## config.mk

```make
export PLATFORM = sky130hd
export DESIGN_NAME = cbaa_ctrl
export DESIGN_NICKNAME = d
export VERILOG_FILES = /design/src/design/cbaa_pkg.sv /design/src/design/cbaa_ctrl.sv
export SDC_FILE = /design/constraint.sdc
export NUM_CORES = 1
export LEC_CHECK = 0
export ABC_AREA = 0
export ABC_CLOCK_PERIOD_IN_PS = 3900
export BUFFER_PORTS_ARGS = -buffer_cell sky130_fd_sc_hd__buf_2
export CAP_MARGIN = 20
export CELL_PAD_IN_SITES_DETAIL_PLACEMENT = 0
export CELL_PAD_IN_SITES_GLOBAL_PLACEMENT = 2
export CORE_MARGIN = 5
export CORE_UTILIZATION = 28
export DETAILED_ROUTE_END_ITERATION = 12
export PLACE_DENSITY_LB_ADDON = 0.05
export SYNTH_ARGS = -nofsm -noshare
export SYNTH_HDL_FRONTEND = slang
export SYNTH_SLANG_ARGS = --single-unit
```

## constraint.sdc

```tcl
create_clock -name clk -period 3.9 [get_ports clk]
set_input_delay 0.585 -clock clk [delete_from_list [all_inputs] [get_ports clk]]
set_output_delay 0.585 -clock clk [all_outputs]
set_load 0.01 [all_outputs]
```

## src/design/cbaa_pkg.sv

```systemverilog
// Shared constants, codes and control types of the compacting bitmap arena allocator.
`default_nettype none
package cbaa_pkg;

  localparam int NUM_SLOTS   = 64;
  localparam int ID_W        = $clog2(NUM_SLOTS);
  localparam int ARENA_WORDS = 4096;
  localparam int ADDR_W      = $clog2(ARENA_WORDS);
  localparam int PTR_W       = ADDR_W + 1;
  localparam int SIZE_W      = ADDR_W + 1;
  localparam int SLOT_W      = ADDR_W + SIZE_W;
  localparam int MAX_LINE    = 4094;
  localparam int LINE_W      = 12;
  localparam int NW_W        = LINE_W + 32;

  typedef enum logic [1:0] {
    CMD_ALLOC = 2'd0,
    CMD_FREE  = 2'd1,
    CMD_READ  = 2'd2,
    CMD_WRITE = 2'd3
  } cmd_t;

  typedef enum logic [2:0] {
    ST_OK         = 3'd0,
    ST_BAD_DEPTH  = 3'd1,
    ST_NO_SLOT    = 3'd2,
    ST_NO_STORE   = 3'd3,
    ST_BAD_ID     = 3'd4,
    ST_BAD_OFFSET = 3'd5
  } status_t;

  typedef enum logic [4:0] {
    OP_NONE, OP_LATCH, OP_SET_ERR, OP_ARITH, OP_MUL_NW, OP_MUL_Z,
    OP_C_INIT, OP_C_RDSZ, OP_C_RDOWN, OP_C_OWNER, OP_C_RD, OP_C_WR, OP_C_END,
    OP_HDR0, OP_HDR1, OP_ZERO, OP_COMMIT, OP_FREE, OP_READ, OP_WRITE,
    OP_RDLATCH, OP_OUT
  } dp_op_t;

  typedef enum logic [3:0] {
    S_IDLE, S_DECODE, S_MUL1, S_MUL2, S_FIT, S_C_TEST, S_C_SZ, S_C_OWN,
    S_C_RD, S_C_WR, S_HDR0, S_HDR1, S_ZERO, S_COMMIT, S_RDW, S_DONE
  } state_t;

  typedef struct packed {
    dp_op_t  op;
    status_t err;
  } ctrl_cmd_t;

  typedef struct packed {
    cmd_t cmd;
    logic fh_zero;
    logic id_bad;
    logic off_bad;
    logic alloc_bad;
    logic fits;
    logic compacted;
    logic c_more;
    logic c_break;
    logic c_move;
    logic c_last;
    logic zero_done;
  } dp_stat_t;

endpackage
`default_nettype wire

```

## src/design/cbaa_ctrl.sv

```systemverilog
// Controller state machine: sequences allocate, compaction, free and word access.
`default_nettype none
module cbaa_ctrl (
  input  logic                clk,
  input  logic                rst_n,
  input  logic                in_valid,
  output logic                in_ready,
  output logic                out_valid,
  input  logic                out_ready,
  input  cbaa_pkg::dp_stat_t  stat,
  output cbaa_pkg::ctrl_cmd_t ctl
);
  import cbaa_pkg::*;

  state_t state_r, state_nxt;
  logic   out_valid_r, out_valid_nxt;
  logic   out_free;

  assign out_free = !out_valid_r || out_ready;

  always_comb begin
    state_nxt = state_r;
    unique case (state_r)
      S_IDLE:   if (in_valid) state_nxt = S_DECODE;
      S_DECODE: begin
        unique case (stat.cmd)
          CMD_ALLOC: state_nxt = stat.fh_zero ? S_DONE : S_MUL1;
          CMD_FREE:  state_nxt = S_DONE;
          CMD_READ:  state_nxt = (stat.id_bad || stat.off_bad) ? S_DONE : S_RDW;
          default:   state_nxt = S_DONE;
        endcase
      end
      S_MUL1:   state_nxt = stat.alloc_bad ? S_DONE : S_MUL2;
      S_MUL2:   state_nxt = S_FIT;
      S_FIT: begin
        if (stat.fits) begin
          state_nxt = S_HDR0;
        end else if (!stat.compacted) begin
          state_nxt = S_C_TEST;
        end else begin
          state_nxt = S_DONE;
        end
      end
      S_C_TEST: state_nxt = stat.c_more ? S_C_SZ : S_FIT;
      S_C_SZ:   state_nxt = S_C_OWN;
      S_C_OWN: begin
        if (stat.c_break) begin
          state_nxt = S_FIT;
        end else if (stat.c_move) begin
          state_nxt = S_C_RD;
        end else begin
          state_nxt = S_C_TEST;
        end
      end
      S_C_RD:   state_nxt = S_C_WR;
      S_C_WR:   state_nxt = stat.c_last ? S_C_TEST : S_C_RD;
      S_HDR0:   state_nxt = S_HDR1;
      S_HDR1:   state_nxt = S_ZERO;
      S_ZERO:   if (stat.zero_done) state_nxt = S_COMMIT;
      S_COMMIT: state_nxt = S_DONE;
      S_RDW:    state_nxt = S_DONE;
      S_DONE:   if (out_free) state_nxt = S_IDLE;
      default:  state_nxt = S_IDLE;
    endcase
  end

  always_comb begin
    ctl.op   = OP_NONE;
    ctl.err  = ST_OK;
    in_ready = 1'b0;
    unique case (state_r)
      S_IDLE: begin
        in_ready = 1'b1;
        if (in_valid) ctl.op = OP_LATCH;
      end
      S_DECODE: begin
        unique case (stat.cmd)
          CMD_ALLOC: begin
            if (stat.fh_zero) begin
              ctl.op  = OP_SET_ERR;
              ctl.err = ST_NO_SLOT;
            end else begin
              ctl.op = OP_ARITH;
            end
          end
          default: begin
            if (stat.id_bad) begin
              ctl.op  = OP_SET_ERR;
              ctl.err = ST_BAD_ID;
            end else if (stat.cmd == CMD_FREE) begin
              ctl.op = OP_FREE;
            end else if (stat.off_bad) begin
              ctl.op  = OP_SET_ERR;
              ctl.err = ST_BAD_OFFSET;
            end else if (stat.cmd == CMD_READ) begin
              ctl.op = OP_READ;
            end else begin
              ctl.op = OP_WRITE;
            end
          end
        endcase
      end
      S_MUL1: begin
        if (stat.alloc_bad) begin
          ctl.op  = OP_SET_ERR;
          ctl.err = ST_NO_STORE;
        end else begin
          ctl.op = OP_MUL_NW;
        end
      end
      S_MUL2: ctl.op = OP_MUL_Z;
      S_FIT: begin
        if (!stat.fits && !stat.compacted) begin
          ctl.op = OP_C_INIT;
        end else if (!stat.fits) begin
          ctl.op  = OP_SET_ERR;
          ctl.err = ST_NO_STORE;
        end
      end
      S_C_TEST: ctl.op = stat.c_more ? OP_C_RDSZ : OP_C_END;
      S_C_SZ:   ctl.op = OP_C_RDOWN;
      S_C_OWN:  ctl.op = stat.c_break ? OP_C_END : OP_C_OWNER;
      S_C_RD:   ctl.op = OP_C_RD;
      S_C_WR:   ctl.op = OP_C_WR;
      S_HDR0:   ctl.op = OP_HDR0;
      S_HDR1:   ctl.op = OP_HDR1;
      S_ZERO:   if (!stat.zero_done) ctl.op = OP_ZERO;
      S_COMMIT: ctl.op = OP_COMMIT;
      S_RDW:    ctl.op = OP_RDLATCH;
      S_DONE:   if (out_free) ctl.op = OP_OUT;
      default:  ctl.op = OP_NONE;
    endcase
  end

  always_comb begin
    out_valid_nxt = out_valid_r && !out_ready;
    if (state_r == S_DONE && out_free) out_valid_nxt = 1'b1;
  end

  always_ff @(posedge clk) begin
    if (!rst_n) begin
      state_r     <= S_IDLE;
      out_valid_r <= 1'b0;
    end else begin
      state_r     <= state_nxt;
      out_valid_r <= out_valid_nxt;
    end
  end

  assign out_valid = out_valid_r;
endmodule
`default_nettype wire

```

==> flow_metrics.env, run 1 <==
export IMPL_slowest_delay_ns=0.87
export IMPL_period_share=0.6953
export IMPL_fill_cells=355
export IMPL_seq_area_frac_synth=0.1171
export IMPL_netlist_instances=131
export IMPL_routed_wirelength_um=3143
export IMPL_place_gp_congestion=0.9036
export IMPL_dp_hpwl_um=2371
export IMPL_setup_viol=0
export IMPL_r2r_end="state_r[3]"
export IMPL_finalHoldViolCount=0
export IMPL_synth_distinct_cells=44
export IMPL_p_leak_uw=0.0004216
export IMPL_drtPass1Iterations=4
export IMPL_dp_cells=180
export IMPL_min_path_cells=2
export IMPL_htree_num_levels=1
export IMPL_crit_fanout=25
export IMPL_cp_top_family="flip-flops"
export IMPL_synth_compound_area_frac=0.3997
export IMPL_synth_top_area_share=0.1171
export IMPL_worstPathRequired_ns=3.31
export IMPL_stdcell_count=184
export IMPL_clockRootBuffer="clkbuf_4"
export IMPL_peakVddDrop_mv=0.4007
export IMPL_crit_slowest_cell="dfxtp_1"
export IMPL_skew_ns=0.00006653
export IMPL_slew_violations=0
export IMPL_tns_ns=0
export IMPL_fmax_mhz=368.8
export IMPL_synth_seq_cells=5
export IMPL_fin_util=0.3328
export IMPL_cts_buffers=3
export IMPL_reg2reg_slack_ns=1.89
export IMPL_max_cap_violations=0
export IMPL_worstPathArrival_ns=2.13
export IMPL_synth_top_area_cell="dfxtp_1"
export IMPL_critical_path_class="reg2out"
export IMPL_power_density_nw_per_um2=768.9
export IMPL_grt_setup_unrepaired="false"
export IMPL_initial_utilization=0.2870
export IMPL_synth_warnings=0
export IMPL_outcome="finished clean"
export IMPL_post_route_drc_count=0
export IMPL_startpoint_type="register"
export IMPL_synth_area_leaders="dfxtp_1 (12%), nand2b_1 (6.6%), nor2_1 (6.1%)"
export IMPL_dieHeight_um=65.25
export IMPL_clk_latency_ns=0.24
export IMPL_regArea_sq_um=100.1
export IMPL_synth_fa_ha_area_frac=0
export IMPL_overflow=0
export IMPL_grtUsageTotal=0.1569
export IMPL_cts_tree="done"
export IMPL_routed_via_density=5.766
export IMPL_drt_iter0_markers=69
export IMPL_min_path_type="reg2reg"
export IMPL_portBuffers=26
export IMPL_cp_num_buf_inv=1
export IMPL_ctsHoldBuffers=0
export IMPL_reg2reg_depth=4
export IMPL_grt_pass1_vias=1045
export IMPL_wl_per_cell_um=17.08
export IMPL_finalPower_uw=761.9
export IMPL_worstHoldEndpoint="out_valid"
export IMPL_cts_buffer_depth=2
export IMPL_core_area_sq_um=2978
export IMPL_synthMuxAreaShare=0.01171
export IMPL_cp_cell_sequence="or4b_4, o31ai_1, buf_2"
export IMPL_grt_pass1_wl_um=5250
export IMPL_min_from="out_valid"
export IMPL_nNetsFinal=169
export IMPL_worstSetupEndpointType="primary output"
export IMPL_r2r_start="state_r[3]"
export IMPL_post_cts_buffers=0
export IMPL_postRouteAntennaNets=0
export IMPL_multi_input_area_sq_um=666.9
export IMPL_std_cell_rows=20
export IMPL_drive_gt1_frac=0.2119
export IMPL_die_x_um=65.25
export IMPL_synth_top_family_by_area="compound AO/OA/AOI/OAI gates"
export IMPL_synth_area_per_cell_sq_um=6.523
export IMPL_syn_num_nets=148
export IMPL_post_cts_resize_count=0
export IMPL_vias=1061
export IMPL_yosys_area_share_simple=0.3690
export IMPL_place_ws_ns=1.502
export IMPL_min_period_ns=2.712
export IMPL_clkSinkCount=5
export IMPL_worst_pin_slew_ns=0.9083
export IMPL_grt_max_degree=29
export IMPL_cts_reportedPaths_clkPinSlew_ns=0.04
export IMPL_fin_ws_ns=1.188
export IMPL_antenna_found_initial=0
export IMPL_slew_limit_headroom=0.3936
export IMPL_dieArea_sq_um=4257
export IMPL_areaGrowthSynthToFinish_pct=15.96
export IMPL_io_pin_count=27
export IMPL_antenna_cells=0
export IMPL_syn_area_sq_um=854.6
export IMPL_synth_xor_area_frac=0
-- cells in the mapped netlist (all sizes together) --
| library cell | number |
|---|---|
| nor2 | 14 |
| nand2 | 12 |
| o21ai | 11 |
| a21oi | 10 |
| buf | 10 |
| nand2b | 9 |
| inv | 7 |
| dfxtp | 5 |
| a31oi | 4 |
| o211ai | 4 |
| a21boi | 3 |
| nand3 | 3 |
| nor2b | 3 |
| and3 | 2 |
| nand4 | 2 |
| nor3 | 2 |
| nor3b | 2 |
| o22ai | 2 |
| o311a | 2 |
| o31ai | 2 |
| o32ai | 2 |
| or2 | 2 |
| or4bb | 2 |
| a211o | 1 |
| a2bb2oi | 1 |
| a41oi | 1 |
| and3b | 1 |
| mux2i | 1 |
| nor4 | 1 |
| o2111ai | 1 |
| o211a | 1 |
| o21bai | 1 |
| o221a | 1 |
| o221ai | 1 |
| o22a | 1 |
| o31a | 1 |
| or3 | 1 |
| or4 | 1 |
| or4b | 1 |
-- worst reg2reg max path: cells and delay by family, from the launching register on --
kind / cells / cell delay [ns]
flops: 1 / 0.91
compound gates: 3 / 0.68
simple gates: 1 / 0.30
-- final cells by class --
class                   instances  share of cell area
repair buffers                 26              0.1313
flip-flops and latches          5              0.1010
clock buffers                   4             0.02652
multi-input cells             109              0.6730
well taps                      33             0.04167
inverters                       7             0.02652
-- placed cells by master, fill, tap and decap left out, drive strengths merged, types with 3 or more instances in the layout --
cell,count
a21boi,3
a21oi,10
a31oi,4
buf,26
clkbuf,4
dfxtp,5
inv,7
nand2,12
nand2b,9
nand3,3
nor2,14
nor2b,3
o211ai,4
o21ai,11
-- power breakdown --
part           leakage [uW]  total (uW)  switching, uW  internal, uW
combinational      0.000366         488            267           221
sequential        0.0000411         212            140          71.9
clock             0.0000150        61.8           23.0          38.8
total              0.000422         762            430           332
-- worst max path at each step --
stage | slack, ns | to | from | cells past startpoint
final | 1.19 | ctl[7] | state_r[0] | 3
after floorplan | 1.97 | ctl[0] | state_r[2] | 3
after global placement | 1.49 | ctl[0] | state_r[0] | 3
after detailed placement | 1.50 | ctl[7] | state_r[0] | 3
after CTS | 1.21 | ctl[3] | state_r[0] | 5
after global routing | 1.05 | ctl[3] | state_r[0] | 5
-- sequential cells by signal, summed over array words and instances, names as in the netlist --
register and count:
out_valid 1, state_r 4
-- routing by layer --
metal  track usage  vias up  part of all wire
li1              -      530                 -
met5             0        -                 0
met3       0.03932        4             0.067
met4       0.03368        0            0.0099
met1        0.2227      492              0.48
met2        0.2377       35              0.44
-- logic make-up after synthesis --
kind of cell / Yosys count
compound gates: 50
mux: 1
simple gates: 58
buf+inv: 17
flops: 5
-- metrics by stage --
stage,hold WS [ns],instance area [sq um]
floorplan,0.5790,854.6
global placement,0.6260,964.7
detailed placement,0.6240,964.7
CTS,0.6218,991.0
global route,0.6315,991.0
finish,0.6152,991.0
Note: power is estimated with default switching activity, not from simulation.
==> run 2: changes to the inputs <==
--- a/config.mk
+++ b/config.mk
@@ -6,13 +6,13 @@
 export NUM_CORES = 1
 export LEC_CHECK = 0
 export ABC_AREA = 0
-export ABC_CLOCK_PERIOD_IN_PS = 3900
+export ABC_CLOCK_PERIOD_IN_PS = 2300
 export BUFFER_PORTS_ARGS = -buffer_cell sky130_fd_sc_hd__buf_2
 export CAP_MARGIN = 20
 export CELL_PAD_IN_SITES_DETAIL_PLACEMENT = 0
 export CELL_PAD_IN_SITES_GLOBAL_PLACEMENT = 2
 export CORE_MARGIN = 5
-export CORE_UTILIZATION = 28
+export CORE_UTILIZATION = 23
 export DETAILED_ROUTE_END_ITERATION = 12
 export PLACE_DENSITY_LB_ADDON = 0.05
 export SYNTH_ARGS = -nofsm -noshare
==> constraint.sdc (replaced) <==
create_clock -name clk -period 2.3 [get_ports clk]
set_input_delay 0.345 -clock clk [delete_from_list [all_inputs] [get_ports clk]]
set_output_delay 0.345 -clock clk [all_outputs]
set_load 0.01 [all_outputs]
==> run 2 against run 1 <==
Against the previous run:
- clock skew is 0.0032 ns higher
- final cell count up 13%
- total power increased by 93%
- via count up 4.2%
- global-route usage is 3.0 points lower
- critical path depth grew 2
- worst hold slack worse by 0.21 ns
- flip-flop and latch count did not move
- final area increased by 11%
- worst setup slack worse by 1.1 ns
==> flow_metrics.env, run 2 (same netlist as run 1, synthesis figures left out) <==
export IMPL_worst_pin_slew_ns=0.5703
export IMPL_worstSetupEndpointType="primary output"
export IMPL_fill_cells=434
export IMPL_max_cap_violations=0
export IMPL_outcome="finished clean"
export IMPL_fmax_mhz=461.0
export IMPL_layout_common_cells="buf_2 (26), nor2_1 (14), nand2_1 (12), o21ai_0 (10)"
export IMPL_grtUsageMet3=0.01278
export IMPL_nNetsFinal=178
export IMPL_overflow=0
export IMPL_skew_ns=0.003253
export IMPL_areaGrowthSynthToFinish_pct=28.40
export IMPL_post_route_drc_count=0
export IMPL_final_common_cell="buf_2"
export IMPL_cts_tree="done"
export IMPL_wl_per_cell_um=15.57
export IMPL_grt_max_degree=24
export IMPL_postRouteAntennaNets=0
export IMPL_slew_violations=0
export IMPL_cts_reportedPaths_clkPinSlew_ns=0.04
export IMPL_cts_buffer_depth=2
export IMPL_worstPathArrival_ns=1.82
export IMPL_io_pin_count=27
export IMPL_cts_buffers=3
export IMPL_post_cts_resize_count=0
export IMPL_multi_input_area_sq_um=666.9
export IMPL_crit_fanout=12
export IMPL_clockRootBuffer="clkbuf_8"
export IMPL_die_x_um=70.96
export IMPL_place_area_sq_um=1051
export IMPL_power_density_nw_per_um2=1339
export IMPL_grt_pass1_wl_um=5057
export IMPL_top_register="state_r"
export IMPL_period_share=0.9432
export IMPL_drtPass1Iterations=4
export IMPL_finalPower_uw=1469
export IMPL_critical_path_class="reg2out"
export IMPL_portBuffers=26
export IMPL_worstPathRequired_ns=1.96
export IMPL_peakVddDrop_mv=0.3198
export IMPL_use_met1=0.1798
export IMPL_tns_ns=0
export IMPL_dieHeight_um=70.96
export IMPL_antenna_cells=0
export IMPL_slew_limit_headroom=0.6193
export IMPL_post_cts_buffers=0
export IMPL_top_usage_layer="met2"
export IMPL_initial_utilization=0.2352
export IMPL_grtUsageTotal=0.1267
export IMPL_setup_viol=0
export IMPL_std_cell_rows=22
export IMPL_place_gp_congestion=0.7970
export IMPL_ctsHoldBuffers=0
export IMPL_min_path_type="in2reg"
export IMPL_dp_hpwl_um=2566
export IMPL_dieArea_sq_um=5035
export IMPL_grt_pass1_vias=1000
export IMPL_finalHoldViolCount=0
export IMPL_use_met2=0.2019
export IMPL_drive_gt1_frac=0.2625
export IMPL_htree_num_levels=1
export IMPL_drt_iter0_markers=54
export IMPL_routed_via_density=5.317
export IMPL_routed_wirelength_um=3238
export IMPL_vias=1106
export IMPL_clk_latency_ns=0.22
export IMPL_largest_register_ffs=4
export IMPL_antenna_found_initial=0
export IMPL_clkSinkCount=5
export IMPL_reg2reg_slack_ns=0.36
export IMPL_p_leak_uw=0.0004757
export IMPL_fin_area_sq_um=1097
export IMPL_grt_setup_unrepaired="false"
export IMPL_core_area_sq_um=3633
export IMPL_min_period_ns=2.169
export IMPL_regArea_sq_um=101.3
export IMPL_startpoint_type="register"
-- run 2: cell types whose count changed in the layout (fill, tap and decap cells not counted) --
cell	previous run	this run
buf_4	0	9
clkbuf_4	3	0
clkbuf_8	0	3
dfxtp_1	5	4
dfxtp_2	0	1
-- run 2: path summary, 6_finish.rpt --
path | startpoint | endpoint | cells after the start
max reg2reg | state_r[2] | state_r[2] | 5
max | state_r[0] | ctl[3] | 5
min | rst_n | state_r[3] | 2
min reg2reg | out_valid | out_valid | 2
-- run 2: metrics by stage --
step	setup slack [ns]	util	hold WS (ns)	cells
after CTS	0.05638	0.3017	0.4032	208
final	0.1307	0.3020	0.4015	208
after global placement	0.3206	0.2893	0.5981	204
after floorplan	0.6070	-	0.4729	131
after detailed placement	0.3083	0.2893	0.6197	204
after global routing	0.02375	0.3020	0.4016	208
-- run 2: metal layers --
layer / up-vias / share of wire / wire length (um)
met5: - / 0 / 0
met4: 0 / 0.0068 / 22
met3: 2 / 0.032 / 102
met2: 26 / 0.46 / 1478
met1: 530 / 0.50 / 1635
li1: 548 / - / -
-- run 2: cell type report --
cell class | instances | area share
Tap cell | 48 | 0.05473
Clock buffer | 4 | 0.04105
Multi-Input combinational cell | 109 | 0.6078
Sequential cell | 5 | 0.09236
Inverter | 7 | 0.02395
Timing Repair Buffer | 35 | 0.1802
-- run 2: power by group --
part / switching (uW) / internal (uW) / total [uW] / leakage, uW
combinational: 590 / 459 / 1050 / 0.000411
sequential: 132 / 124 / 256 / 0.0000415
clock: 44.5 / 119 / 164 / 0.0000228
-- run 2: worst max-delay path: stages (launching register included) --
cell and delay, ns:
dfxtp_1 0.43, or2_1 0.34, o22ai_1 0.26, a31oi_1 0.16, a41oi_1 0.25, buf_2 0.16
==> run 3: changes to the inputs <==
--- a/config.mk
+++ b/config.mk
@@ -15,6 +15,7 @@
 export CORE_UTILIZATION = 23
 export DETAILED_ROUTE_END_ITERATION = 12
 export PLACE_DENSITY_LB_ADDON = 0.05
+export REMOVE_ABC_BUFFERS = 1
 export SYNTH_ARGS = -nofsm -noshare
 export SYNTH_HDL_FRONTEND = slang
 export SYNTH_SLANG_ARGS = --single-unit
==> run 3 against run 2 <==
Against the previous run:
- largest power group unchanged
- maximum frequency is 7.2% higher
- sequential power is 15% higher
- final area is 0.57% higher
- utilization is 0.17 points higher
- critical path depth stayed put
- critical path type unchanged
- register-to-register slack better by 0.23 ns
- clock power hardly changed
- sequential share of layout area is 0.29 points higher
- worst hold slack worse by 0.00080 ns
- first-iteration DRC count is 54% higher
- highest routed layer unchanged
==> flow_metrics.env, run 3 (same netlist as run 1, synthesis figures left out) <==
export IMPL_outcome="finished clean"
export IMPL_grt_pass1_vias=1103
export IMPL_startpoint_type="register"
export IMPL_fmax_mhz=494.1
export IMPL_io_pin_count=27
export IMPL_drive_gt1_frac=0.2875
export IMPL_min_period_ns=2.024
export IMPL_skew_ns=0.003031
export IMPL_min_path_type="in2reg"
export IMPL_peakVddDrop_mv=0.3953
export IMPL_top_register="state_r"
export IMPL_r2r_start="state_r[1]"
export IMPL_std_cell_rows=22
export IMPL_grt_pass1_wl_um=5278
export IMPL_cts_reportedPaths_clkPinSlew_ns=0.04
export IMPL_dieArea_sq_um=5035
export IMPL_grtUsageTotal=0.1295
export IMPL_cts_buffers=3
export IMPL_wl_per_cell_um=15.00
export IMPL_post_cts_buffers=0
export IMPL_drtPass1Iterations=4
export IMPL_areaGrowthSynthToFinish_pct=29.14
export IMPL_cts_buffer_depth=2
export IMPL_slowest_delay_ns=0.42
export IMPL_place_gp_congestion=0.8594
export IMPL_slew_violations=0
export IMPL_antenna_cells=0
export IMPL_die_x_um=70.96
export IMPL_fin_area_sq_um=1104
export IMPL_slew_limit_headroom=0.7527
export IMPL_grt_max_degree=23
export IMPL_dp_cells=204
export IMPL_r2r_end="state_r[2]"
export IMPL_drt_iter0_markers=83
export IMPL_nNetsFinal=178
export IMPL_tns_ns=0
export IMPL_period_share=0.8800
export IMPL_place_ws_ns=0.3309
export IMPL_vias=1081
export IMPL_largest_register_ffs=4
export IMPL_max_cap_violations=0
export IMPL_post_route_drc_count=0
export IMPL_core_area_sq_um=3633
export IMPL_worstSetupEndpointType="primary output"
export IMPL_ctsHoldBuffers=0
export IMPL_postRouteAntennaNets=0
export IMPL_fin_ws_ns=0.2761
export IMPL_dp_hpwl_um=2488
export IMPL_portBuffers=26
export IMPL_min_path_cells=2
export IMPL_worstPathRequired_ns=1.96
export IMPL_initial_utilization=0.2352
export IMPL_clkSinkCount=5
export IMPL_dieHeight_um=70.96
export IMPL_p_leak_uw=0.0004757
export IMPL_worst_pin_slew_ns=0.3709
export IMPL_overflow=0
export IMPL_place_area_sq_um=1051
export IMPL_routed_via_density=5.197
export IMPL_worstHoldEndpoint="state_r[1]"
export IMPL_power_density_nw_per_um2=1348
export IMPL_min_from="rst_n"
export IMPL_cts_tree="done"
export IMPL_reg2reg_slack_ns=0.59
export IMPL_crit_fanout=19
export IMPL_grt_setup_unrepaired="false"
export IMPL_htree_num_levels=1
export IMPL_finalHoldViolCount=0
export IMPL_layout_common_cells="buf_2 (26), nor2_1 (14), nand2_1 (12), o21ai_0 (10)"
export IMPL_worstPathArrival_ns=1.68
export IMPL_cp_cell_sequence="or2_1, o22ai_1, a31oi_1, a41oi_1, buf_2"
export IMPL_clk_latency_ns=0.22
export IMPL_clockRootBuffer="clkbuf_8"
export IMPL_setup_viol=0
export IMPL_crit_slowest_cell="dfxtp_2"
export IMPL_fin_util=0.3037
export IMPL_antenna_found_initial=0
export IMPL_stdcell_count=208
export IMPL_reg2reg_depth=5
export IMPL_routed_wirelength_um=3120
export IMPL_final_common_cell="buf_2"
export IMPL_critical_path_class="reg2out"
==> run 3: metal layers <==
layer | GRT usage | routed length, um | share of wire | vias up
li1 | - | - | - | 553
met1 | 0.1775 | 1537 | 0.49 | 492
met2 | 0.2039 | 1413 | 0.45 | 32
met3 | 0.02699 | 124 | 0.040 | 4
met4 | 0.03758 | 45 | 0.014 | 0
met5 | 0 | 0 | 0 | -
==> run 3: worst max-delay path by stage <==
stage	start	end	slack, ns	depth (start not counted)
5_1_grt	state_r[2]	ctl[3]	0.12	5
4_1_cts	state_r[1]	ctl[3]	0.08	5
6_report	state_r[1]	ctl[3]	0.28	5
3_5_place_dp	state_r[3]	ctl[3]	0.33	5
3_3_place_gp	state_r[1]	ctl[3]	0.31	5
2_1_floorplan	state_r[0]	ctl[0]	0.39	2
==> run 3: area by class of cell <==
class	count	area (sq um)
clock buffer	4	45.04
fill	437	2530
inverter	7	26.28
multi-input combinational	109	669.4
sequential	5	105.1
tap	48	60.06
timing repair buffer	35	197.7
==> run 3: metrics by stage <==
stage          total power, uW  hold WS (ns)
4_1_cts                   1489        0.4017
5_1_grt                   1640        0.4013
6_report                  1488        0.4007
3_5_place_dp              1315        0.6256
3_3_place_gp              1330        0.6311
2_1_floorplan            847.8        0.4729
==> run 3: critical path, delay by kind of cell (launching register included) <==
| family | cells | cell delay, ns |
|---|---|---|
| buf+inv | 1 | 0.16 |
| simple gates | 1 | 0.31 |
| compound gates | 3 | 0.57 |
| flops | 1 | 0.42 |
==> run 3: where the power goes <==
group          internal [uW]  total (uW)  switching, uW
sequential               130         294            163
clock                    119         164           45.1
combinational            482        1030            548
==> run 3: repair_timing <==
action,in CTS,in global routing
hold endpoints to repair,0,0
setup endpoints to repair,0,2
resized for setup,0,5
